--- config.mk ---
export PLATFORM = sky130hd
export DESIGN_NAME = kat_cell
export DESIGN_NICKNAME = d
export VERILOG_FILES = /design/src/sv/keyed_accumulate_table_assert.svh /design/src/sv/kat_pkg.sv /design/src/sv/kat_cell.sv
export SDC_FILE = /design/constraint.sdc
export NUM_CORES = 1
export LEC_CHECK = 0
export CAP_MARGIN = 0
export CORE_AREA = 4 4 263 265
export CTS_CLUSTER_SIZE = 8
export DETAILED_ROUTE_END_ITERATION = 6
export DIE_AREA = 0 0 267 269
export DONT_BUFFER_PORTS = 1
export GPL_ROUTABILITY_DRIVEN = 1
export PLACE_DENSITY_LB_ADDON = 0.15
export SKIP_LAST_GASP = 1
export SLEW_MARGIN = 15
export SYNTH_ARGS = -nofsm -noshare
export SYNTH_HDL_FRONTEND = slang
export SYNTH_SLANG_ARGS = --single-unit
export TNS_END_PERCENT = 10
--- constraint.sdc ---
create_clock -name clk -period 10.1 [get_ports clk]
set_input_delay 2.525 -clock clk [delete_from_list [all_inputs] [get_ports clk]]
set_output_delay 2.525 -clock clk [all_outputs]
set_load 0.005 [all_outputs]
--- src/sv/keyed_accumulate_table_assert.svh ---
// ---------------------------------------------------------------------------
// Assertion macros for the keyed accumulate table
// Wraps concurrent checks so that they drop out of synthesis builds.
// ---------------------------------------------------------------------------
`ifndef KEYED_ACCUMULATE_TABLE_ASSERT_SVH
`define KEYED_ACCUMULATE_TABLE_ASSERT_SVH

`ifndef SYNTHESIS

`define KAT_ASSERT_NOW(name, expr, msg) \
  name: assert property (@(posedge clk) disable iff (rst) (expr)) \
    else $error(msg);

`define KAT_ASSERT_IMP(name, ante, cons, msg) \
  name: assert property (@(posedge clk) disable iff (rst) (ante) |-> (cons)) \
    else $error(msg);

`define KAT_ASSERT_NEXT(name, ante, cons, msg) \
  name: assert property (@(posedge clk) disable iff (rst) (ante) |=> (cons)) \
    else $error(msg);

`else

`define KAT_ASSERT_NOW(name, expr, msg)
`define KAT_ASSERT_IMP(name, ante, cons, msg)
`define KAT_ASSERT_NEXT(name, ante, cons, msg)

`endif

`endif

--- src/sv/kat_pkg.sv ---
// ---------------------------------------------------------------------------
// Keyed accumulate table package
// Sizes, entry layout, cell control and status codes shared by the block.
// ---------------------------------------------------------------------------
package kat_pkg;

  localparam int MAX_ENTRIES = 64;
  localparam int IDX_W       = (MAX_ENTRIES > 1) ? $clog2(MAX_ENTRIES) : 1;
  localparam int CNT_W       = $clog2(MAX_ENTRIES + 1);

  localparam int CODE_W      = 64;
  localparam int CITY_W      = 64;
  localparam int DAY_W       = 5;
  localparam int MONTH_W     = 4;
  localparam int YEAR_W      = 14;
  localparam int DATE_W      = DAY_W + MONTH_W + YEAR_W;
  localparam int AMOUNT_W    = 31;
  localparam int PPL_IN_W    = 16;
  localparam int COST_W      = 40;
  localparam int PEOPLE_W    = 32;
  localparam int STATUS_W    = 3;
  localparam int SLOT_W      = 6;
  localparam int COUNT_W     = 7;

  localparam logic [COST_W-1:0]   COST_MAX   = {1'b0, {(COST_W - 1){1'b1}}};
  localparam logic [COST_W-1:0]   COST_MIN   = {1'b1, {(COST_W - 1){1'b0}}};
  localparam logic [PEOPLE_W-1:0] PEOPLE_MAX = {1'b0, {(PEOPLE_W - 1){1'b1}}};
  localparam logic [PEOPLE_W-1:0] PEOPLE_MIN = {1'b1, {(PEOPLE_W - 1){1'b0}}};

  typedef logic [IDX_W-1:0]   idx_t;
  typedef logic [CNT_W-1:0]   cnt_t;
  typedef logic [SLOT_W-1:0]  slot_t;
  typedef logic [COUNT_W-1:0] count_t;

  typedef struct packed {
    logic [CODE_W-1:0]   code;
    logic [CITY_W-1:0]   city;
    logic [DATE_W-1:0]   date;
    logic [COST_W-1:0]   cost;
    logic [PEOPLE_W-1:0] people;
  } entry_t;

  typedef enum logic [1:0] {
    CELL_HOLD,
    CELL_ROTATE,
    CELL_SHIFT,
    CELL_WRITE
  } cell_op_t;

  typedef struct packed {
    cell_op_t op;
    idx_t     target;
    entry_t   wr_entry;
  } cell_ctl_t;

  typedef enum logic [STATUS_W-1:0] {
    STAT_INSERTED   = 3'd0,
    STAT_MERGED     = 3'd1,
    STAT_REDUCED    = 3'd2,
    STAT_REMOVED    = 3'd3,
    STAT_NOT_FOUND  = 3'd4,
    STAT_TABLE_FULL = 3'd5
  } status_t;

  typedef enum logic [2:0] {
    S_IDLE,
    S_SEARCH,
    S_CALC,
    S_APPLY,
    S_DONE
  } state_t;

endpackage

--- src/sv/kat_cell.sv ---
// ---------------------------------------------------------------------------
// Table cell
// Holds one table entry; rotates, shifts down or loads under ring control.
// ---------------------------------------------------------------------------
module kat_cell (
  input  logic               clk,
  input  kat_pkg::idx_t      index,
  input  kat_pkg::cell_ctl_t ctl,
  input  kat_pkg::entry_t    neighbor,
  output kat_pkg::entry_t    entry
);

  kat_pkg::entry_t entry_next;

  always_comb begin
    entry_next = entry;
    case (ctl.op)
      kat_pkg::CELL_HOLD: begin
        entry_next = entry;
      end
      kat_pkg::CELL_ROTATE: begin
        entry_next = neighbor;
      end
      kat_pkg::CELL_SHIFT: begin
        if (index >= ctl.target) begin
          entry_next = neighbor;
        end
      end
      kat_pkg::CELL_WRITE: begin
        if (index == ctl.target) begin
          entry_next = ctl.wr_entry;
        end
      end
      default: begin
        entry_next = entry;
      end
    endcase
  end

  always_ff @(posedge clk) begin
    entry <= entry_next;
  end

endmodule

==> run summary, run 1 <==
Min Clock Period, post-route: 5.20 ns
H-tree Lvls: 2
Buffers on Ports: 0
Largest register by flop count: entry
Unique cell type count in the Yosys netlist: 16
DRC: 0
PwrDens: 213 mW/mm^2
Yosys synthesis warning count: 0
Final hold vios: 0
Hold_buf cts: 0
CTS Sinks: 223
Final net count: 978
CTS tree: done
Root Buffer: clkbuf_16
Hold WS: 2.22 ns
Vias per cell: 3.37
Initial Util: 0.152
Cell Rows: 95
Clock-pin transition on the worst setup and hold timing paths: 0.05 ns
Final Max Tran Viols: 0
CP Max Fanout: 67
Largest area contributor in the netlist: edfxtp_1
TNS Setup: 0 ns
DR pass1 iterations: 4
Global-route wire length before repair: 41,100 um
Ports: 684
Sequential share of the synthesized area: 0.658
Post-synth top area share: 0.658
GRT Util Overall: 0.0810
Layout cells sized above 1: 0.521
DRT iter0 DRCs: 190
Critical path arrival: 5.46 ns
Switch Pwr: 595 uW
Crit Path Class: in2reg
Die area: 0.0718 mm^2
Vias in the first global route: 5,417
# setup viols final: 0
RSZ-0062 raised after global routing: false
Slew at the pin closest to its max-slew limit: 1.16 ns
Die Ht: 269 um
Synth top area cells: edfxtp_1 (66%), mux2_4 (22%), mux2_2 (8.2%)
Final Util: 0.181
Gpl congestion: 0.797
Initial antenna violation count: 2
Outcome: finished clean
# fillers: 7,159
Sw frac: 0.232
#FFs+latches synth: 223
Die X: 267 um
Total of max-cap violations: 0
Tcrit/Tclk final: 0.515
Comb power frac: 0.074
Biggest regs: entry (223)
Asr flop ratio synth: 0
Mean post-synth cell area: 20.6 um^2
Most numerous cell in the Yosys netlist: edfxtp_1
Cells after synthesis: 495
Register share of total power: 0.511
Clock power frac: 0.415
Number of flops mapped to enable cells by yosys: 223
Post-CTS Resized: 0
Antenna viol nets, final: 0
GR Overflow Total: 0
Syn nets: 962
Final setup margin: 4.90 ns
Longest Clk Path Bufs: 3
Routed WL per cell: 23.3 um
Peak Freq: 192 MHz
Most used DFF post-synth: edfxtp_1
Max reg flops: 223
Overall Power: 2.57 mW
Int Pwr: 1.97 mW
Area delta synth->final: 18.5%
Synth cell count leaders: edfxtp_1 (223), mux2_4 (149), mux2_2 (74)
Crit path launch type: input pin
Maximum VDD drop: 0.0000930 V
Setup bufs post-CTS: 0
Largest net degree at the start of global routing: 121
Post-Syn Area: 0.0102 mm^2
Pre-CTS setup slack: 4.28 ns
Worst setup EP type: register
Vias after detailed routing: 4,680
CP required: 10.36 ns
Core ar.: 0.0668 mm^2
Hold WC Path Type: in2reg
Relative slew slack: 0.229
Static leakage: 4.16 nW
Final HPWL DP: 25,200 um
Antenna cells: 0
Routed Wire Length: 32,400 um
Inserted Clock Buffers: 34
-- metal layers --
| layer | global-route usage | share of wire |
|---|---|---|
| met1 | 0.0695 | 0.30 |
| met2 | 0.160 | 0.57 |
| met3 | 0.0387 | 0.10 |
| met4 | 0.0308 | 0.030 |
| met5 | 0 | 0 |
-- critical path: stages --
cell and delay, ns:
and2_4 0.72, buf_4 0.71, buf_4 0.93, mux2_2 0.43
-- cells in the final DEF (no fill, tap or decap), drive strengths merged --
master	count
nor2b	1
o21bai	1
buf	5
a21oi	2
nand2	2
nand4	1
clkinv	1
o22a	1
a211oi	1
and2	1
clkbuf	39
mux2	223
o32ai	1
ha	6
edfxtp	223
inv	7
bufinv	1
-- cells by family (layout without fill, tap and decap cells) --
group                    Yosys count  count (layout)  share of synthesized area
AO/OA/AOI/OAI                      6               6                    0.00418
adder cells (fa/ha/maj)            6               6                    0.00738
flip-flops                       223             223                      0.658
buffers and inverters             32              53                     0.0259
AND/OR/NAND/NOR                    5               5                    0.00258
multiplexers                     223             223                      0.302
-- path summary, 6_finish.rpt --
| kind | from | end | slack, ns | depth (start not counted) |
|---|---|---|---|---|
| min | ctl[77] | entry[77]$_DFFE_PP_ | 2.22 | 1 |
| max | ctl[229] | entry[38]$_DFFE_PP_ | 4.90 | 4 |
-- cell type report --
class	count	area (um^2)	share of cell area
flip-flops and latches	223	6700	0.555
multi-input cells	240	3230	0.267
well taps	873	1090	0.0906
clock buffers	39	933	0.0774
repair buffers	5	50.0	0.00415
clock inverters	2	35.0	0.00291
inverters	7	26.3	0.00218
-- through the flow --
step	cell area, um^2	instances
2_1_floorplan	10200	495
3_5_place_dp	11100	1348
4_1_cts	12100	1389
6_report	12100	1389
5_1_grt	12100	1389
3_3_place_gp	11100	1348
-- power by group through the flow --
stage / Clock [mW] / Sequential [mW] / Combinational, mW
3_3_place_gp: 0 / 1.34 / 0.188
3_5_place_dp: 0 / 1.33 / 0.198
5_1_grt: 1.17 / 1.32 / 0.205
4_1_cts: 1.12 / 1.32 / 0.197
2_1_floorplan: 0 / 1.29 / 0.159
6_report: 1.06 / 1.31 / 0.191
Note: power is estimated with default switching activity, not from simulation.
==> run 2: changes to the inputs <==
==> constraint.sdc (replaced) <==
create_clock -name clk -period 4.9 [get_ports clk]
set_input_delay 1.225 -clock clk [delete_from_list [all_inputs] [get_ports clk]]
set_output_delay 1.225 -clock clk [all_outputs]
set_load 0.005 [all_outputs]
==> run summary, run 2 (synthesis results as in run 1) <==
Outcome: finished clean
Initial antenna violation count: 4 (+2)
CP Max Fanout: 57 (-15%)
H-tree Lvls: 1 (-1)
# fillers: 7,178 (+0.27%)
Cell Rows: 95 (unchanged)
Crit-path cells: inv_1 -> ha_1 -> nand4_1 -> o21bai_1 -> a21oi_1 -> o22a_4 -> buf_12
Die X: 267 um (unchanged)
Crit Path Class: in2reg
Clock-pin transition on the worst setup and hold timing paths: 0.05 ns (about the same)
Tcrit/Tclk final: 0.604
Fin cells: 1,389 (unchanged)
Root Buffer: clkbuf_16
Most frequent cells in the layout: edfxtp_1 (223), mux2_4 (149), mux2_2 (74)
Static leakage: 4.11 nW (-1.1%)
Critical path arrival: 3.17 ns (-2.29 ns)
Placed Cells: 1,354 (+0.45%)
Routed Wire Length: 31,700 um (-2.2%)
Inserted Clock Buffers: 31 (-8.8%)
Maximum VDD drop: 0.000219 V (+140%)
Min Clock Period, post-route: 2.96 ns
RSZ-0062 raised after global routing: false
Biggest regs: entry (223)
Die area: 0.0718 mm^2 (unchanged)
Crit path launch type: input pin
Setup bufs post-CTS: 0 (unchanged)
Crit path max-delay cell type: o22a_4
Register area: 0.00670 mm^2 (unchanged)
Antenna viol nets, final: 0 (unchanged)
# setup viols final: 0 (unchanged)
Post-CTS Resized: 0 (unchanged)
GR Overflow Total: 0 (unchanged)
Final net count: 981 (+0.31%)
Global-route wire length before repair: 39,700 um (-3.4%)
Vias per cell: 3.33 (-1.3%)
Overall Power: 4.95 mW (+93%)
Largest register by flop count: entry
Worst setup EP type: register
Ports: 684 (unchanged)
PwrDens: 413 mW/mm^2 (+94%)
Final setup margin: 1.94 ns (-2.96 ns)
Most common cell after layout, fill and taps aside: edfxtp_1
Max reg flops: 223 (unchanged)
CTS Sinks: 223 (unchanged)
Hold WC Path Type: in2reg
Area delta synth->final: 17.6%
Longest Clk Path Bufs: 3 (unchanged)
Slew at the pin closest to its max-slew limit: 1.19 ns (+0.0357 ns)
Peak Freq: 338 MHz
Vias in the first global route: 5,242 (-3.2%)
Total of max-cap violations: 0 (unchanged)
Pre-CTS setup slack: 1.34 ns (-2.94 ns)
Core ar.: 0.0668 mm^2 (unchanged)
Buffers on Ports: 0 (unchanged)
Vias after detailed routing: 4,620 (-1.3%)
CTS tree: done
Gpl congestion: 0.774 (-2.8%)
Multi-input gate area: 0.00323 mm^2 (unchanged)
DRC: 0 (unchanged)
DRT iter0 DRCs: 172 (-9.5%)
Final hold vios: 0 (unchanged)
TNS Setup: 0 ns (unchanged)
Relative slew slack: 0.205 (-0.0238)
Layout cells sized above 1: 0.521 (about the same)
Die Ht: 269 um (unchanged)
Hold_buf cts: 0 (unchanged)
Final Max Tran Viols: 0 (unchanged)
GRT Util Overall: 0.0772 (-0.00379)
CP peak stage delay: 0.67 ns (-0.26 ns)
Final HPWL DP: 25,900 um (+2.8%)
CP required: 5.12 ns (-5.24 ns)
Initial Util: 0.152 (unchanged)
DR pass1 iterations: 4 (unchanged)
Largest net degree at the start of global routing: 134 (+11%)
Routed WL per cell: 22.8 um (-2.2%)
==> run 2: path summary, 6_finish.rpt <==
kind     start                    to  slack [ns]  cells after the start
max   ctl[228]   entry[34]$_DFFE_PP_        1.94                      7
min   ctl[111]  entry[111]$_DFFE_PP_        0.88                      1
==> run 2: layout make-up <==
cell class,count,area share
clock buffers,32,0.0651
inverters,7,0.00220
diodes,2,0.000418
repair buffers,11,0.0114
flip-flops and latches,223,0.559
well taps,873,0.0913
clock inverters,1,0.000732
multi-input cells,240,0.269
==> run 2: power breakdown <==
group / internal [mW] / total, mW / leakage (nW) / switching, mW
clock: 1.10 / 1.82 / 0.388 / 0.725
sequential: 2.48 / 2.71 / 2.15 / 0.230
combinational: 0.222 / 0.416 / 1.57 / 0.194
==> run 2: per-stage QoR <==
stage / utilization / area, um^2 / hold slack (ns)
final: 0.179 / 12000 / 0.884
after global routing: 0.179 / 12000 / 0.832
after CTS: 0.179 / 12000 / 0.825
after detailed placement: 0.167 / 11200 / 1.44
after global placement: 0.167 / 11200 / 1.44
after floorplan: - / 10200 / 1.44
==> run 2: critical path, delay by kind of cell <==
family	cells	cell delay [ns]
AO/OA/AOI/OAI	3	1.06
buffers and inverters	2	0.38
adder cells (fa/ha/maj)	1	0.29
AND/OR/NAND/NOR	1	0.13
==> run 2: metal layers <==
layer | wire length (um) | vias up | GRT usage
li1 | - | 1968 | -
met1 | 9270 | 2232 | 0.0662
met2 | 18200 | 374 | 0.156
met3 | 3270 | 46 | 0.0342
met4 | 920 | 0 | 0.0280
met5 | 0 | - | 0
