==> config.mk <==
export PLATFORM = sky130hd
export DESIGN_NAME = kat_ctrl_flat
export DESIGN_NICKNAME = d
export VERILOG_FILES = /design/src/sv/keyed_accumulate_table_assert.svh /design/src/sv/kat_pkg.sv /design/src/sv/kat_item_if.sv /design/src/sv/kat_result_if.sv /design/src/sv/kat_ctrl.sv /design/src/flat_wrapper.sv
export SDC_FILE = /design/constraint.sdc
export NUM_CORES = 1
export LEC_CHECK = 0
export BUFFER_PORTS_ARGS = -buffer_cell sky130_fd_sc_hd__buf_2
export CAP_MARGIN = 30
export CORE_AREA = 8 8 287 289
export DETAILED_ROUTE_END_ITERATION = 16
export DIE_AREA = 0 0 295 297
export PLACE_DENSITY_LB_ADDON = 0.3
export SYNTH_ARGS = -nofsm -noshare
export SYNTH_HDL_FRONTEND = slang
export SYNTH_SLANG_ARGS = --single-unit
==> constraint.sdc <==
create_clock -name clk -period 23.5 [get_ports clk]
set_input_delay 2.35 -clock clk [delete_from_list [all_inputs] [get_ports clk]]
set_output_delay 2.35 -clock clk [all_outputs]
set_load 0.005 [all_outputs]
==> src/sv/keyed_accumulate_table_assert.svh <==
// ---------------------------------------------------------------------------
// Assertion macros for the keyed accumulate table
// Wraps concurrent checks so that they drop out of synthesis builds.
// ---------------------------------------------------------------------------
`ifndef KEYED_ACCUMULATE_TABLE_ASSERT_SVH
`define KEYED_ACCUMULATE_TABLE_ASSERT_SVH

`ifndef SYNTHESIS

`define KAT_ASSERT_NOW(name, expr, msg) \
  name: assert property (@(posedge clk) disable iff (rst) (expr)) \
    else $error(msg);

`define KAT_ASSERT_IMP(name, ante, cons, msg) \
  name: assert property (@(posedge clk) disable iff (rst) (ante) |-> (cons)) \
    else $error(msg);

`define KAT_ASSERT_NEXT(name, ante, cons, msg) \
  name: assert property (@(posedge clk) disable iff (rst) (ante) |=> (cons)) \
    else $error(msg);

`else

`define KAT_ASSERT_NOW(name, expr, msg)
`define KAT_ASSERT_IMP(name, ante, cons, msg)
`define KAT_ASSERT_NEXT(name, ante, cons, msg)

`endif

`endif

==> src/sv/kat_pkg.sv <==
// ---------------------------------------------------------------------------
// Keyed accumulate table package
// Sizes, entry layout, cell control and status codes shared by the block.
// ---------------------------------------------------------------------------
package kat_pkg;

  localparam int MAX_ENTRIES = 64;
  localparam int IDX_W       = (MAX_ENTRIES > 1) ? $clog2(MAX_ENTRIES) : 1;
  localparam int CNT_W       = $clog2(MAX_ENTRIES + 1);

  localparam int CODE_W      = 64;
  localparam int CITY_W      = 64;
  localparam int DAY_W       = 5;
  localparam int MONTH_W     = 4;
  localparam int YEAR_W      = 14;
  localparam int DATE_W      = DAY_W + MONTH_W + YEAR_W;
  localparam int AMOUNT_W    = 31;
  localparam int PPL_IN_W    = 16;
  localparam int COST_W      = 40;
  localparam int PEOPLE_W    = 32;
  localparam int STATUS_W    = 3;
  localparam int SLOT_W      = 6;
  localparam int COUNT_W     = 7;

  localparam logic [COST_W-1:0]   COST_MAX   = {1'b0, {(COST_W - 1){1'b1}}};
  localparam logic [COST_W-1:0]   COST_MIN   = {1'b1, {(COST_W - 1){1'b0}}};
  localparam logic [PEOPLE_W-1:0] PEOPLE_MAX = {1'b0, {(PEOPLE_W - 1){1'b1}}};
  localparam logic [PEOPLE_W-1:0] PEOPLE_MIN = {1'b1, {(PEOPLE_W - 1){1'b0}}};

  typedef logic [IDX_W-1:0]   idx_t;
  typedef logic [CNT_W-1:0]   cnt_t;
  typedef logic [SLOT_W-1:0]  slot_t;
  typedef logic [COUNT_W-1:0] count_t;

  typedef struct packed {
    logic [CODE_W-1:0]   code;
    logic [CITY_W-1:0]   city;
    logic [DATE_W-1:0]   date;
    logic [COST_W-1:0]   cost;
    logic [PEOPLE_W-1:0] people;
  } entry_t;

  typedef enum logic [1:0] {
    CELL_HOLD,
    CELL_ROTATE,
    CELL_SHIFT,
    CELL_WRITE
  } cell_op_t;

  typedef struct packed {
    cell_op_t op;
    idx_t     target;
    entry_t   wr_entry;
  } cell_ctl_t;

  typedef enum logic [STATUS_W-1:0] {
    STAT_INSERTED   = 3'd0,
    STAT_MERGED     = 3'd1,
    STAT_REDUCED    = 3'd2,
    STAT_REMOVED    = 3'd3,
    STAT_NOT_FOUND  = 3'd4,
    STAT_TABLE_FULL = 3'd5
  } status_t;

  typedef enum logic [2:0] {
    S_IDLE,
    S_SEARCH,
    S_CALC,
    S_APPLY,
    S_DONE
  } state_t;

endpackage

==> src/sv/kat_item_if.sv <==
// ---------------------------------------------------------------------------
// Item channel
// Valid/ready channel that carries one table operation per beat.
// ---------------------------------------------------------------------------
interface kat_item_if;

  logic                          valid;
  logic                          ready;
  logic                          action;
  logic [kat_pkg::CODE_W-1:0]    code_key;
  logic [kat_pkg::CITY_W-1:0]    city_key;
  logic [kat_pkg::DAY_W-1:0]     day;
  logic [kat_pkg::MONTH_W-1:0]   month;
  logic [kat_pkg::YEAR_W-1:0]    year;
  logic [kat_pkg::AMOUNT_W-1:0]  amount;
  logic [kat_pkg::PPL_IN_W-1:0]  people;

  modport source (
    output valid, action, code_key, city_key, day, month, year, amount, people,
    input  ready
  );

  modport sink (
    input  valid, action, code_key, city_key, day, month, year, amount, people,
    output ready
  );

endinterface

==> src/sv/kat_result_if.sv <==
// ---------------------------------------------------------------------------
// Result channel
// Valid/ready channel that carries one operation outcome per beat.
// ---------------------------------------------------------------------------
interface kat_result_if;

  logic                                valid;
  logic                                ready;
  logic [kat_pkg::STATUS_W-1:0]        status;
  logic [kat_pkg::SLOT_W-1:0]          slot;
  logic [kat_pkg::COUNT_W-1:0]         entry_count;
  logic signed [kat_pkg::COST_W-1:0]   cost_total;
  logic signed [kat_pkg::PEOPLE_W-1:0] people_total;

  modport source (
    output valid, status, slot, entry_count, cost_total, people_total,
    input  ready
  );

  modport sink (
    input  valid, status, slot, entry_count, cost_total, people_total,
    output ready
  );

endinterface

==> src/sv/kat_ctrl.sv <==
// ---------------------------------------------------------------------------
// Table controller
// Sequences the ring search, updates the totals and drives the result beat.
// ---------------------------------------------------------------------------
module kat_ctrl (
  input  logic               clk,
  input  logic               rst,
  kat_item_if.sink           item,
  kat_result_if.source       result,
  input  kat_pkg::entry_t    head,
  output kat_pkg::cell_ctl_t cell_ctl,
  output kat_pkg::cnt_t      count
);

  kat_pkg::state_t state, state_next;

  kat_pkg::idx_t   step;
  kat_pkg::idx_t   hit;
  logic            found;
  kat_pkg::cnt_t   used_count;
  kat_pkg::cnt_t   used_count_next;

  logic                          action_r;
  logic [kat_pkg::CODE_W-1:0]    req_code;
  logic [kat_pkg::CITY_W-1:0]    req_city;
  logic [kat_pkg::DATE_W-1:0]    req_date;
  logic [kat_pkg::AMOUNT_W-1:0]  req_amount;
  logic [kat_pkg::PPL_IN_W-1:0]  req_people;

  logic [kat_pkg::COST_W-1:0]    hit_cost;
  logic [kat_pkg::PEOPLE_W-1:0]  hit_people;
  logic [kat_pkg::COST_W-1:0]    new_cost;
  logic [kat_pkg::PEOPLE_W-1:0]  new_people;

  kat_pkg::status_t              pend_status;
  kat_pkg::slot_t                pend_slot;
  kat_pkg::count_t               pend_count;
  logic [kat_pkg::COST_W-1:0]    pend_cost;
  logic [kat_pkg::PEOPLE_W-1:0]  pend_people;

  logic                          out_valid;
  kat_pkg::status_t              out_status;
  kat_pkg::slot_t                out_slot;
  kat_pkg::count_t               out_count;
  logic [kat_pkg::COST_W-1:0]    out_cost;
  logic [kat_pkg::PEOPLE_W-1:0]  out_people;

  logic item_take;
  logic head_match;
  logic last_step;
  logic table_full;
  logic drop_entry;
  logic report_zero;
  logic out_load;

  logic [kat_pkg::COST_W:0]      amount_ext;
  logic [kat_pkg::COST_W:0]      cost_sum;
  logic [kat_pkg::COST_W-1:0]    cost_sat;
  logic [kat_pkg::PEOPLE_W:0]    people_ext;
  logic [kat_pkg::PEOPLE_W:0]    people_sum;
  logic [kat_pkg::PEOPLE_W-1:0]  people_sat;

  kat_pkg::status_t              apply_status;
  kat_pkg::slot_t                apply_slot;

  assign item_take  = item.valid && item.ready;
  assign last_step  = step == kat_pkg::idx_t'(kat_pkg::MAX_ENTRIES - 1);
  assign table_full = used_count == kat_pkg::cnt_t'(kat_pkg::MAX_ENTRIES);
  assign head_match = !found && (kat_pkg::cnt_t'(step) < used_count) &&
                      head.code == req_code && head.city == req_city &&
                      head.date == req_date;
  assign drop_entry = new_cost[kat_pkg::COST_W-1] || new_cost == '0 ||
                      new_people[kat_pkg::PEOPLE_W-1] || new_people == '0;
  assign out_load   = (state == kat_pkg::S_DONE) && (!out_valid || result.ready);
  assign count      = used_count;

  // Totals update: one widened add or subtract per total, then saturate.
  always_comb begin
    amount_ext = {{(kat_pkg::COST_W + 1 - kat_pkg::AMOUNT_W){1'b0}}, req_amount};
    people_ext = {{(kat_pkg::PEOPLE_W + 1 - kat_pkg::PPL_IN_W){1'b0}}, req_people};
    if (action_r) begin
      cost_sum   = {hit_cost[kat_pkg::COST_W-1], hit_cost} - amount_ext;
      people_sum = {hit_people[kat_pkg::PEOPLE_W-1], hit_people} - people_ext;
    end else begin
      cost_sum   = {hit_cost[kat_pkg::COST_W-1], hit_cost} + amount_ext;
      people_sum = {hit_people[kat_pkg::PEOPLE_W-1], hit_people} + people_ext;
    end
    if (cost_sum[kat_pkg::COST_W] != cost_sum[kat_pkg::COST_W-1]) begin
      cost_sat = cost_sum[kat_pkg::COST_W] ? kat_pkg::COST_MIN : kat_pkg::COST_MAX;
    end else begin
      cost_sat = cost_sum[kat_pkg::COST_W-1:0];
    end
    if (people_sum[kat_pkg::PEOPLE_W] != people_sum[kat_pkg::PEOPLE_W-1]) begin
      people_sat = people_sum[kat_pkg::PEOPLE_W] ? kat_pkg::PEOPLE_MIN : kat_pkg::PEOPLE_MAX;
    end else begin
      people_sat = people_sum[kat_pkg::PEOPLE_W-1:0];
    end
  end

  always_comb begin
    apply_status    = kat_pkg::STAT_NOT_FOUND;
    used_count_next = used_count;
    if (!action_r) begin
      if (found) begin
        apply_status = kat_pkg::STAT_MERGED;
      end else if (!table_full) begin
        apply_status    = kat_pkg::STAT_INSERTED;
        used_count_next = kat_pkg::cnt_t'(used_count + 1'b1);
      end else begin
        apply_status = kat_pkg::STAT_TABLE_FULL;
      end
    end else if (found) begin
      if (drop_entry) begin
        apply_status    = kat_pkg::STAT_REMOVED;
        used_count_next = kat_pkg::cnt_t'(used_count - 1'b1);
      end else begin
        apply_status = kat_pkg::STAT_REDUCED;
      end
    end
    report_zero = !found && (action_r || table_full);
    apply_slot  = found ? kat_pkg::slot_t'(hit) : kat_pkg::slot_t'(used_count);
    if (report_zero) begin
      apply_slot = '0;
    end
  end

  always_comb begin
    state_next = state;
    case (state)
      kat_pkg::S_IDLE: begin
        if (item_take) begin
          state_next = kat_pkg::S_SEARCH;
        end
      end
      kat_pkg::S_SEARCH: begin
        if (last_step) begin
          state_next = kat_pkg::S_CALC;
        end
      end
      kat_pkg::S_CALC: begin
        state_next = kat_pkg::S_APPLY;
      end
      kat_pkg::S_APPLY: begin
        state_next = kat_pkg::S_DONE;
      end
      kat_pkg::S_DONE: begin
        if (out_load) begin
          state_next = kat_pkg::S_IDLE;
        end
      end
      default: begin
        state_next = kat_pkg::S_IDLE;
      end
    endcase
  end

  always_comb begin
    item.ready               = 1'b0;
    cell_ctl.op              = kat_pkg::CELL_HOLD;
    cell_ctl.target          = hit;
    cell_ctl.wr_entry.code   = req_code;
    cell_ctl.wr_entry.city   = req_city;
    cell_ctl.wr_entry.date   = req_date;
    cell_ctl.wr_entry.cost   = new_cost;
    cell_ctl.wr_entry.people = new_people;
    case (state)
      kat_pkg::S_IDLE: begin
        item.ready = 1'b1;
      end
      kat_pkg::S_SEARCH: begin
        cell_ctl.op = kat_pkg::CELL_ROTATE;
      end
      kat_pkg::S_APPLY: begin
        case (apply_status)
          kat_pkg::STAT_INSERTED: begin
            cell_ctl.op     = kat_pkg::CELL_WRITE;
            cell_ctl.target = kat_pkg::idx_t'(used_count);
          end
          kat_pkg::STAT_MERGED, kat_pkg::STAT_REDUCED: begin
            cell_ctl.op = kat_pkg::CELL_WRITE;
          end
          kat_pkg::STAT_REMOVED: begin
            cell_ctl.op = kat_pkg::CELL_SHIFT;
          end
          default: begin
            cell_ctl.op = kat_pkg::CELL_HOLD;
          end
        endcase
      end
      default: begin
        cell_ctl.op = kat_pkg::CELL_HOLD;
      end
    endcase
  end

  always_ff @(posedge clk) begin
    if (rst) begin
      state      <= kat_pkg::S_IDLE;
      step       <= '0;
      found      <= 1'b0;
      used_count <= '0;
      out_valid  <= 1'b0;
    end else begin
      state <= state_next;
      if (item_take) begin
        step  <= '0;
        found <= 1'b0;
      end else if (state == kat_pkg::S_SEARCH) begin
        step <= kat_pkg::idx_t'(step + 1'b1);
        if (head_match) begin
          found <= 1'b1;
        end
      end
      if (state == kat_pkg::S_APPLY) begin
        used_count <= used_count_next;
      end
      if (out_load) begin
        out_valid <= 1'b1;
      end else if (result.ready) begin
        out_valid <= 1'b0;
      end
    end
  end

  always_ff @(posedge clk) begin
    if (item_take) begin
      action_r   <= item.action;
      req_code   <= item.code_key;
      req_city   <= item.city_key;
      req_date   <= {item.year, item.month, item.day};
      req_amount <= item.amount;
      req_people <= item.people;
    end
    if (state == kat_pkg::S_SEARCH && head_match) begin
      hit        <= step;
      hit_cost   <= head.cost;
      hit_people <= head.people;
    end
    if (state == kat_pkg::S_CALC) begin
      if (found) begin
        new_cost   <= cost_sat;
        new_people <= people_sat;
      end else begin
        new_cost   <= {{(kat_pkg::COST_W - kat_pkg::AMOUNT_W){1'b0}}, req_amount};
        new_people <= {{(kat_pkg::PEOPLE_W - kat_pkg::PPL_IN_W){1'b0}}, req_people};
      end
    end
    if (state == kat_pkg::S_APPLY) begin
      pend_status <= apply_status;
      pend_slot   <= apply_slot;
      pend_count  <= kat_pkg::count_t'(used_count_next);
      pend_cost   <= report_zero ? '0 : new_cost;
      pend_people <= report_zero ? '0 : new_people;
    end
    if (out_load) begin
      out_status <= pend_status;
      out_slot   <= pend_slot;
      out_count  <= pend_count;
      out_cost   <= pend_cost;
      out_people <= pend_people;
    end
  end

  assign result.valid        = out_valid;
  assign result.status       = out_status;
  assign result.slot         = out_slot;
  assign result.entry_count  = out_count;
  assign result.cost_total   = out_cost;
  assign result.people_total = out_people;

endmodule

==> src/flat_wrapper.sv <==
// flat-port wrapper written by rule: the top's interface ports become plain ports
module kat_ctrl_flat 
  (clk, rst, head, cell_ctl, count, item_valid, item_action, item_code_key, item_city_key, item_day, item_month, item_year, item_amount, item_people, item_ready, result_valid, result_status, result_slot, result_entry_count, result_cost_total, result_people_total, result_ready);
  kat_item_if item_i ();
  kat_result_if result_i ();
  input  logic clk;
  input  logic rst;
  input  kat_pkg::entry_t head;
  output kat_pkg::cell_ctl_t cell_ctl;
  output kat_pkg::cnt_t count;
  input wire logic [$bits(item_i.valid)-1:0] item_valid;
  input wire logic [$bits(item_i.action)-1:0] item_action;
  input wire logic [$bits(item_i.code_key)-1:0] item_code_key;
  input wire logic [$bits(item_i.city_key)-1:0] item_city_key;
  input wire logic [$bits(item_i.day)-1:0] item_day;
  input wire logic [$bits(item_i.month)-1:0] item_month;
  input wire logic [$bits(item_i.year)-1:0] item_year;
  input wire logic [$bits(item_i.amount)-1:0] item_amount;
  input wire logic [$bits(item_i.people)-1:0] item_people;
  output wire logic [$bits(item_i.ready)-1:0] item_ready;
  output wire logic [$bits(result_i.valid)-1:0] result_valid;
  output wire logic [$bits(result_i.status)-1:0] result_status;
  output wire logic [$bits(result_i.slot)-1:0] result_slot;
  output wire logic [$bits(result_i.entry_count)-1:0] result_entry_count;
  output wire logic [$bits(result_i.cost_total)-1:0] result_cost_total;
  output wire logic [$bits(result_i.people_total)-1:0] result_people_total;
  input wire logic [$bits(result_i.ready)-1:0] result_ready;
  assign item_i.valid = item_valid;
  assign item_i.action = item_action;
  assign item_i.code_key = item_code_key;
  assign item_i.city_key = item_city_key;
  assign item_i.day = item_day;
  assign item_i.month = item_month;
  assign item_i.year = item_year;
  assign item_i.amount = item_amount;
  assign item_i.people = item_people;
  assign item_ready = item_i.ready;
  assign result_valid = result_i.valid;
  assign result_status = result_i.status;
  assign result_slot = result_i.slot;
  assign result_entry_count = result_i.entry_count;
  assign result_cost_total = result_i.cost_total;
  assign result_people_total = result_i.people_total;
  assign result_i.ready = result_ready;
  kat_ctrl u_core (.clk(clk), .rst(rst), .item(item_i), .result(result_i), .head(head), .cell_ctl(cell_ctl), .count(count));
endmodule
==> flow_metrics.py, run 1 <==
metrics = {
    "global_route": {
        "grt-ovfl-total": 0,
        "met2_usage": 0.3994,
        "grt_max_degree": 75,
        "grt_first_pass_wirelength_um": 144500,
        "use_met1": 0.2671,
        "grt_antenna_before_repair": 50,
        "grt_pass1_vias": 20190,
        "grt_use_total": 0.2250,
        "top_usage_layer": "met2",
        "use_met3": 0.04969,
    },
    "layout": {
        "drive_above_1_share": 0.3165,
        "nFillCells": 7417,
        "finalInstanceArea_um2": 33000,
        "final_cells": 3918,
        "area_delta_synth_final_pct": 27.72,
        "fin_nets": 3317,
    },
    "setup_path": {
        "crit_arrival_ns": 6.15,
        "regToRegSetupSlack_ns": 17.72,
        "r2r-start": "u_core.req_amount[5]$_DFFE_PP_",
        "critPathCaptureType": "flip-flop",
        "crit_fanout": 50,
        "crit_type": "reg -> reg",
        "reg2reg_to": "u_core.new_cost[11]$_DFFE_PN_",
        "required_ns": 23.87,
        "r2r_cells": 17,
        "crit_path_start_kind": "flip-flop",
    },
    "timing": {
        "rsz0062_at_grt": "no",
        "slew_headroom": 0.3454,
        "setup_violations": 0,
        "tightest_slew_ns": 0.9819,
        "fin_setup_tns_ns": 0,
        "final.min_clock_period_ns": 5.778,
        "setup_ws_ns": 17.72,
        "finalCritPeriodShare": 0.2459,
        "slew_violations": 0,
        "hold_violations": 0,
        "fmax_ghz": 0.1731,
        "clock_skew_ns": 0.01728,
    },
    "place": {
        "hpwl_um": 82950,
        "place_inst": 3793,
        "place_congestion": 0.9379,
        "place_area_um2": 30870,
        "port_buffers": 753,
        "place_ws_ns": 17.07,
    },
    "clock_tree": {
        "cts_resized": 0,
        "path_clk_slew_ns": 0.06,
        "hold_buffers": 0,
        "cts_sinks": 543,
        "clock_latency_ns": 0.62,
        "cts_tree": "yes",
        "post_cts_buffers": 0,
        "cts_root_buf": "clkbuf_16",
        "htree_levels": 2,
        "clock_path_buffers": 3,
        "numCtsBuffers": 60,
    },
    "drt": {
        "drc_errors": 0,
        "viasPerCell": 5.110,
        "wl_per_cell_um": 26.21,
        "drt_iter0_markers": 1426,
        "detail_route.wirelength_um": 102700,
        "num_vias": 20020,
        "antenna_left": 0,
        "dr.pass1.iters": 5,
    },
    "synth": {
        "netlist.area_leader.share": 0.6101,
        "ys_seq_elements": 543,
        "synthArstFlopShare": 0,
        "synth_top_cell_by_area": "edfxtp_1",
        "synth-edff-count": 525,
        "syn_area_um2": 25840,
        "yosysWarnings": 0,
        "synth_nets": 2552,
        "synthCells": 2041,
        "synth.avg_cell_area_um2": 12.66,
        "synth.area.top_cells": "edfxtp_1 61%, ha_1 4.0%, xnor2_1 3.5%, xor2_1 3.1%, a21oi_1 2.9%",
        "synth.yosys.seq_area_share": 0.6241,
        "yosys-top-cells-count": "525 x edfxtp_1, 150 x a21oi_1, 136 x inv_1",
        "synthMostInstantiatedCell": "edfxtp_1",
        "ys.flop_type": "edfxtp_1",
        "synth_cell_types": 84,
    },
    "run_status": {
        "status": "finished, final reports clean",
    },
    "die": {
        "die_area_um2": 87620,
        "start_util": 0.3314,
        "rows": 103,
        "fp.dieH_um": 297,
        "ios": 754,
        "die_x_um": 295,
        "fp.coreArea_um2": 77970,
    },
    "run": {
        "cap_violations": 0,
    },
    "power_and_ir_drop": {
        "p_leak_nw": 13.14,
        "powerDensity_nw_per_um2": 72.83,
        "peakVddDrop_mv": 0.05475,
    },
    "hold_path": {
        "min_to": "u_core.result.slot[3]$_DFFE_PP_",
        "min_path_cells": 0,
        "hold_start": "u_core.pend_slot[3]$_SDFFCE_PP0P_",
        "min_path_type": "reg -> reg",
    },
}
## layout make-up
class | instances | area [µm²] | area share
multi-input combinational | 1287 | 8965 | 0.2716
clock inverter | 42 | 514.2 | 0.01558
sequential | 543 | 16130 | 0.4887
inverter | 138 | 518.0 | 0.01570
timing repair buffer | 776 | 3974 | 0.1204
clock buffer | 70 | 1560 | 0.04728
antenna | 12 | 30.03 | 0.0009099
tap | 1050 | 1314 | 0.03981
## worst max-delay path: stages (launching register included)
cell and delay [ns]:
edfxtp_1 0.45, nor4_1 0.43, nor3b_2 0.36, nor3b_2 0.32, and2_1 0.47, nand2_1 0.24
o41ai_1 0.38, xnor2_1 0.11, ha_1 0.42, inv_1 0.06, or4_1 0.55, a21oi_1 0.19
nor2_1 0.08, a21oi_1 0.39, xor2_4 0.12, buf_4 0.32, maj3_2 0.35, mux2_2 0.28
## registers in the layout, indices dropped and copies added, names as in the netlist, 16 cells and up
name,cells
u_core.req_code,64
u_core.req_amount,31
u_core.result.people_total,32
u_core.req_city,64
u_core.pend_people,32
u_core.result.cost_total,40
u_core.hit_people,32
u_core.new_people,32
u_core.req_date,23
u_core.req_people,16
u_core.new_cost,40
u_core.pend_cost,40
u_core.hit_cost,40
## kinds of logic (layout without fill, tap and decap cells)
logic type	after synthesis	after routing	synth area share
AND/OR/NAND/NOR	464	464	0.09365
buffers and inverters	211	1026	0.03196
flip-flops	543	543	0.6241
other	0	12	0
multiplexers	10	10	0.004068
adder cells (fa/ha/maj)	89	89	0.04334
XOR/XNOR	195	195	0.06668
AO/OA/AOI/OAI	529	529	0.1362
## cell usage in the layout (no fill, tap or decap), types with 17 or more instances in the layout
cell type,n
xor2_1,89
xnor2_1,102
nor2b_1,86
o2bb2ai_1,34
nor2_1,99
inv_1,136
edfxtp_1,525
ha_1,83
dfxtp_1,17
nand2_1,78
nor4_1,50
a21oi_1,150
nor3_1,30
buf_2,753
o22ai_1,54
nand4_1,33
clkbuf_16,61
a21o_1,50
buf_4,21
a31oi_1,24
nand3_1,26
o21ai_1,20
o21ai_0,69
## metal layers
layer  part of all wire  vias up
li1                   -     9293
met1               0.39     9610
met2               0.51      927
met3              0.073      187
met4              0.035        4
met5            0.00020        -
## where the power goes
part           internal, W  leakage, nW  switching (W)
Clock             0.000596         1.00       0.000401
Sequential         0.00109         4.98      0.0000261
Combinational     0.000122         7.16       0.000172
## worst max path at each step
stage,start,slack (ns),end,cells after the start
4_1_cts,head[98],17.75,u_core.hit_cost[2]$_DFFE_PP_,10
6_report,u_core.req_amount[5]$_DFFE_PP_,17.72,u_core.new_cost[11]$_DFFE_PN_,17
3_3_place_gp,head[98],16.86,u_core.hit_cost[18]$_DFFE_PP_,9
2_1_floorplan,head[108],11.56,u_core.hit[0]$_DFFE_PP_,7
5_1_grt,u_core.req_amount[5]$_DFFE_PP_,17.22,u_core.new_cost[11]$_DFFE_PN_,17
3_5_place_dp,head[98],17.07,u_core.hit_cost[18]$_DFFE_PP_,10
## per-stage QoR
stage	hold slack, ns	util	total power [W]
2_1_floorplan	0.4003	-	0.001299
4_1_cts	0.4000	0.4225	0.002430
6_report	0.4122	0.4233	0.002403
5_1_grt	0.4213	0.4231	0.002493
3_3_place_gp	0.4013	0.3957	0.001423
3_5_place_dp	0.4045	0.3959	0.001422
No activity file was read; power rests on OpenSTA's default activity.
==> inputs of run 2 (changes only) <==
- ABC_AREA: default -> 1
- CORE_AREA: 8 8 287 289 -> 8 8 289 291
- DIE_AREA: 0 0 295 297 -> 0 0 297 299
- clock period: 23.5 -> 5.53 ns (I/O delays scaled with it)
==> run 2 against run 1 <==
Compared with the run above:
- non-clock buffer count fell by 7
- maximum frequency rose by 18%
- worst hold slack got worse by 0.34 ns
- global-route usage rose by 3.4 points
- sequential share of layout area fell by 2.1 points
- first-iteration DRC count rose by 42%
- largest power group unchanged
- clock skew rose by 0.038 ns
- register-to-register slack got worse by 17 ns
- combinational power rose to 6.0 times the previous value
- highest routed layer unchanged
- via count rose by 17%
==> flow_metrics.py, run 2 <==
metrics = {
    "power_and_ir_drop": {
        "p_total_w": 0.01071,
        "peakVddDrop_mv": 0.2279,
        "powerDensity_nw_per_um2": 310.5,
        "p_leak_nw": 15.23,
    },
    "clock_tree": {
        "cts_tree": "yes",
        "clock_path_buffers": 3,
        "cts_resized": 0,
        "path_clk_slew_ns": 0.07,
        "clock_latency_ns": 0.65,
        "numCtsBuffers": 60,
        "cts_root_buf": "clkbuf_16",
        "cts_sinks": 543,
        "hold_buffers": 0,
        "post_cts_buffers": 0,
        "htree_levels": 2,
    },
    "setup_path": {
        "crit_fanout": 29,
        "cp.buffers_inverters": 3,
        "r2r_cells": 26,
        "crit_arrival_ns": 5.35,
        "reg2reg_to": "u_core.new_cost[38]$_SDFFCE_PN0N_",
        "slowest_delay_ns": 0.48,
        "regToRegSetupSlack_ns": 0.64,
        "crit_type": "reg -> reg",
        "cp_slowest_cell": "edfxtp_1",
        "crit_family": "simple AND/OR/NAND/NOR gates",
        "crit_path_start_kind": "flip-flop",
        "path_common_cell": "nand2_1",
        "crit_end": "u_core.new_cost[38]$_SDFFCE_PN0N_",
        "critPathCaptureType": "flip-flop",
        "r2r-start": "u_core.req_amount[0]$_DFFE_PP_",
        "worst-path-stages": 26,
        "worstSetupStartpoint": "u_core.req_amount[0]$_DFFE_PP_",
        "required_ns": 5.98,
    },
    "timing": {
        "final.min_clock_period_ns": 4.893,
        "tightest_slew_ns": 1.154,
        "hold_violations": 0,
        "rsz0062_at_grt": "no",
        "clock_skew_ns": 0.05564,
        "holdWs_ns": 0.07643,
        "slew_violations": 0,
        "setup_ws_ns": 0.6367,
        "slew_headroom": 0.2307,
        "finalCritPeriodShare": 0.8849,
        "setup_violations": 0,
        "fmax_ghz": 0.2044,
    },
    "layout": {
        "final_common_cell": "buf_2",
        "final_cells": 4695,
        "drive_above_1_share": 0.2610,
        "reg_top3": "u_core.req_city (64), u_core.req_code (64)",
        "final_cell_mix": "753 x buf_2, 611 x nand2_1, 525 x edfxtp_1, 376 x inv_1, 359 x nor2_1",
        "fin_nets": 4091,
        "area_delta_synth_final_pct": 25.87,
    },
    "synth": {
        "synth_nets": 3302,
        "synth-edff-count": 525,
        "yosys-top-cells-count": "611 x nand2_1, 525 x edfxtp_1, 379 x inv_1",
        "syn_area_um2": 27410,
        "synthCells": 2791,
        "synth.yosys.seq_area_share": 0.5883,
        "synth_top_cell_by_area": "edfxtp_1",
        "synthMostInstantiatedCell": "nand2_1",
        "ys.flop_type": "edfxtp_1",
        "yosysWarnings": 0,
        "synth_cell_types": 51,
        "synth.area.top_cells": "edfxtp_1 58%, nand2_1 8.4%, inv_1 5.2%, nor2_1 4.9%, ha_1 3.8%",
        "synth.avg_cell_area_um2": 9.822,
        "netlist.area_leader.share": 0.5751,
        "synthArstFlopShare": 0,
        "ys_seq_elements": 543,
    },
    "place": {
        "port_buffers": 753,
        "place_congestion": 1.038,
        "hpwl_um": 100700,
        "place_ws_ns": 0.5788,
        "place_inst": 4568,
    },
    "drt": {
        "wl_per_cell_um": 25.66,
        "drc_errors": 0,
        "detail_route.wirelength_um": 120500,
        "viasPerCell": 4.973,
        "dr.pass1.iters": 6,
        "drt_iter0_markers": 2027,
        "num_vias": 23350,
        "antenna_left": 0,
    },
    "die": {
        "fp.coreArea_um2": 78610,
        "die_area_um2": 88800,
        "die_x_um": 297,
        "start_util": 0.3487,
        "fp.dieH_um": 299,
        "rows": 103,
        "ios": 754,
    },
    "global_route": {
        "grt_use_total": 0.2589,
        "grt_max_degree": 154,
        "grt-ovfl-total": 0,
        "grt_antenna_before_repair": 38,
        "grt_pass1_vias": 22650,
        "grt_first_pass_wirelength_um": 167500,
    },
    "run": {
        "cap_violations": 0,
    },
    "run_status": {
        "status": "finished, final reports clean",
    },
    "hold_path": {
        "min_path_type": "in -> reg",
    },
}
## run 2: how the worst min path moves through the flow
| stage | startpoint | end | slack, ns | cells after the start |
|---|---|---|---|---|
| 2_1_floorplan | u_core.pend_cost[0]$_SDFFCE_PP0P_ | u_core.result.cost_total[0]$_DFFE_PP_ | 0.40 | 0 |
| 3_3_place_gp | u_core.pend_cost[27]$_SDFFCE_PP0P_ | u_core.result.cost_total[27]$_DFFE_PP_ | 0.40 | 0 |
| 3_5_place_dp | u_core.pend_count[3]$_DFFE_PP_ | u_core.result.entry_count[3]$_DFFE_PP_ | 0.40 | 0 |
| 4_1_cts | head[3] | u_core.hit_people[3]$_DFFE_PP_ | 0.02 | 1 |
| 5_1_grt | head[3] | u_core.hit_people[3]$_DFFE_PP_ | 0.03 | 1 |
| 6_report | head[3] | u_core.hit_people[3]$_DFFE_PP_ | 0.08 | 1 |
## run 2: stage by stage
step | util | instance area [µm²] | setup TNS, ns
final | 0.4389 | 34500 | 0
after global routing | 0.4385 | 34470 | 0
after CTS | 0.4383 | 34460 | 0
after detailed placement | 0.4133 | 32490 | 0
after global placement | 0.4130 | 32470 | 0
after floorplan | - | 27450 | -73.43
## run 2: cells by family (layout without fill, tap and decap cells)
kind of cell,count (synthesis),count (layout),share of synthesized area
simple gates,1237,1237,0.1900
flops,543,543,0.5883
buf+inv,423,1261,0.06039
compound gates,347,347,0.07216
xor+xnor,156,156,0.04984
fa+ha+maj,85,85,0.03934
other cells,0,16,0
## run 2: layout make-up
cell class / count / area, µm²
clock inverters: 41 / 432.9
repair buffers: 769 / 3926
multi-input cells: 1825 / 9689
flip-flops and latches: 543 / 16130
diodes: 16 / 40.04
well taps: 1050 / 1314
fillers: 7714 / 44110
clock buffers: 70 / 1539
inverters: 381 / 1434
## run 2: metal layers
metal / track usage / up-vias / routed length [µm]
met3: 0.06601 / 157 / 11260
met2: 0.4291 / 1051 / 56340
met4: 0.06954 / 16 / 3369
met1: 0.3360 / 11170 / 49370
met5: 0 / - / 113
li1: - / 10960 / -
## run 2: report_power, final
group / total, W / switching [W] / leakage [nW] / internal (W)
Clock: 0.00404 / 0.00176 / 0.946 / 0.00228
Sequential: 0.00490 / 0.000168 / 4.99 / 0.00473
Combinational: 0.00177 / 0.00116 / 9.30 / 0.000614
Total: 0.0107 / 0.00308 / 15.2 / 0.00763
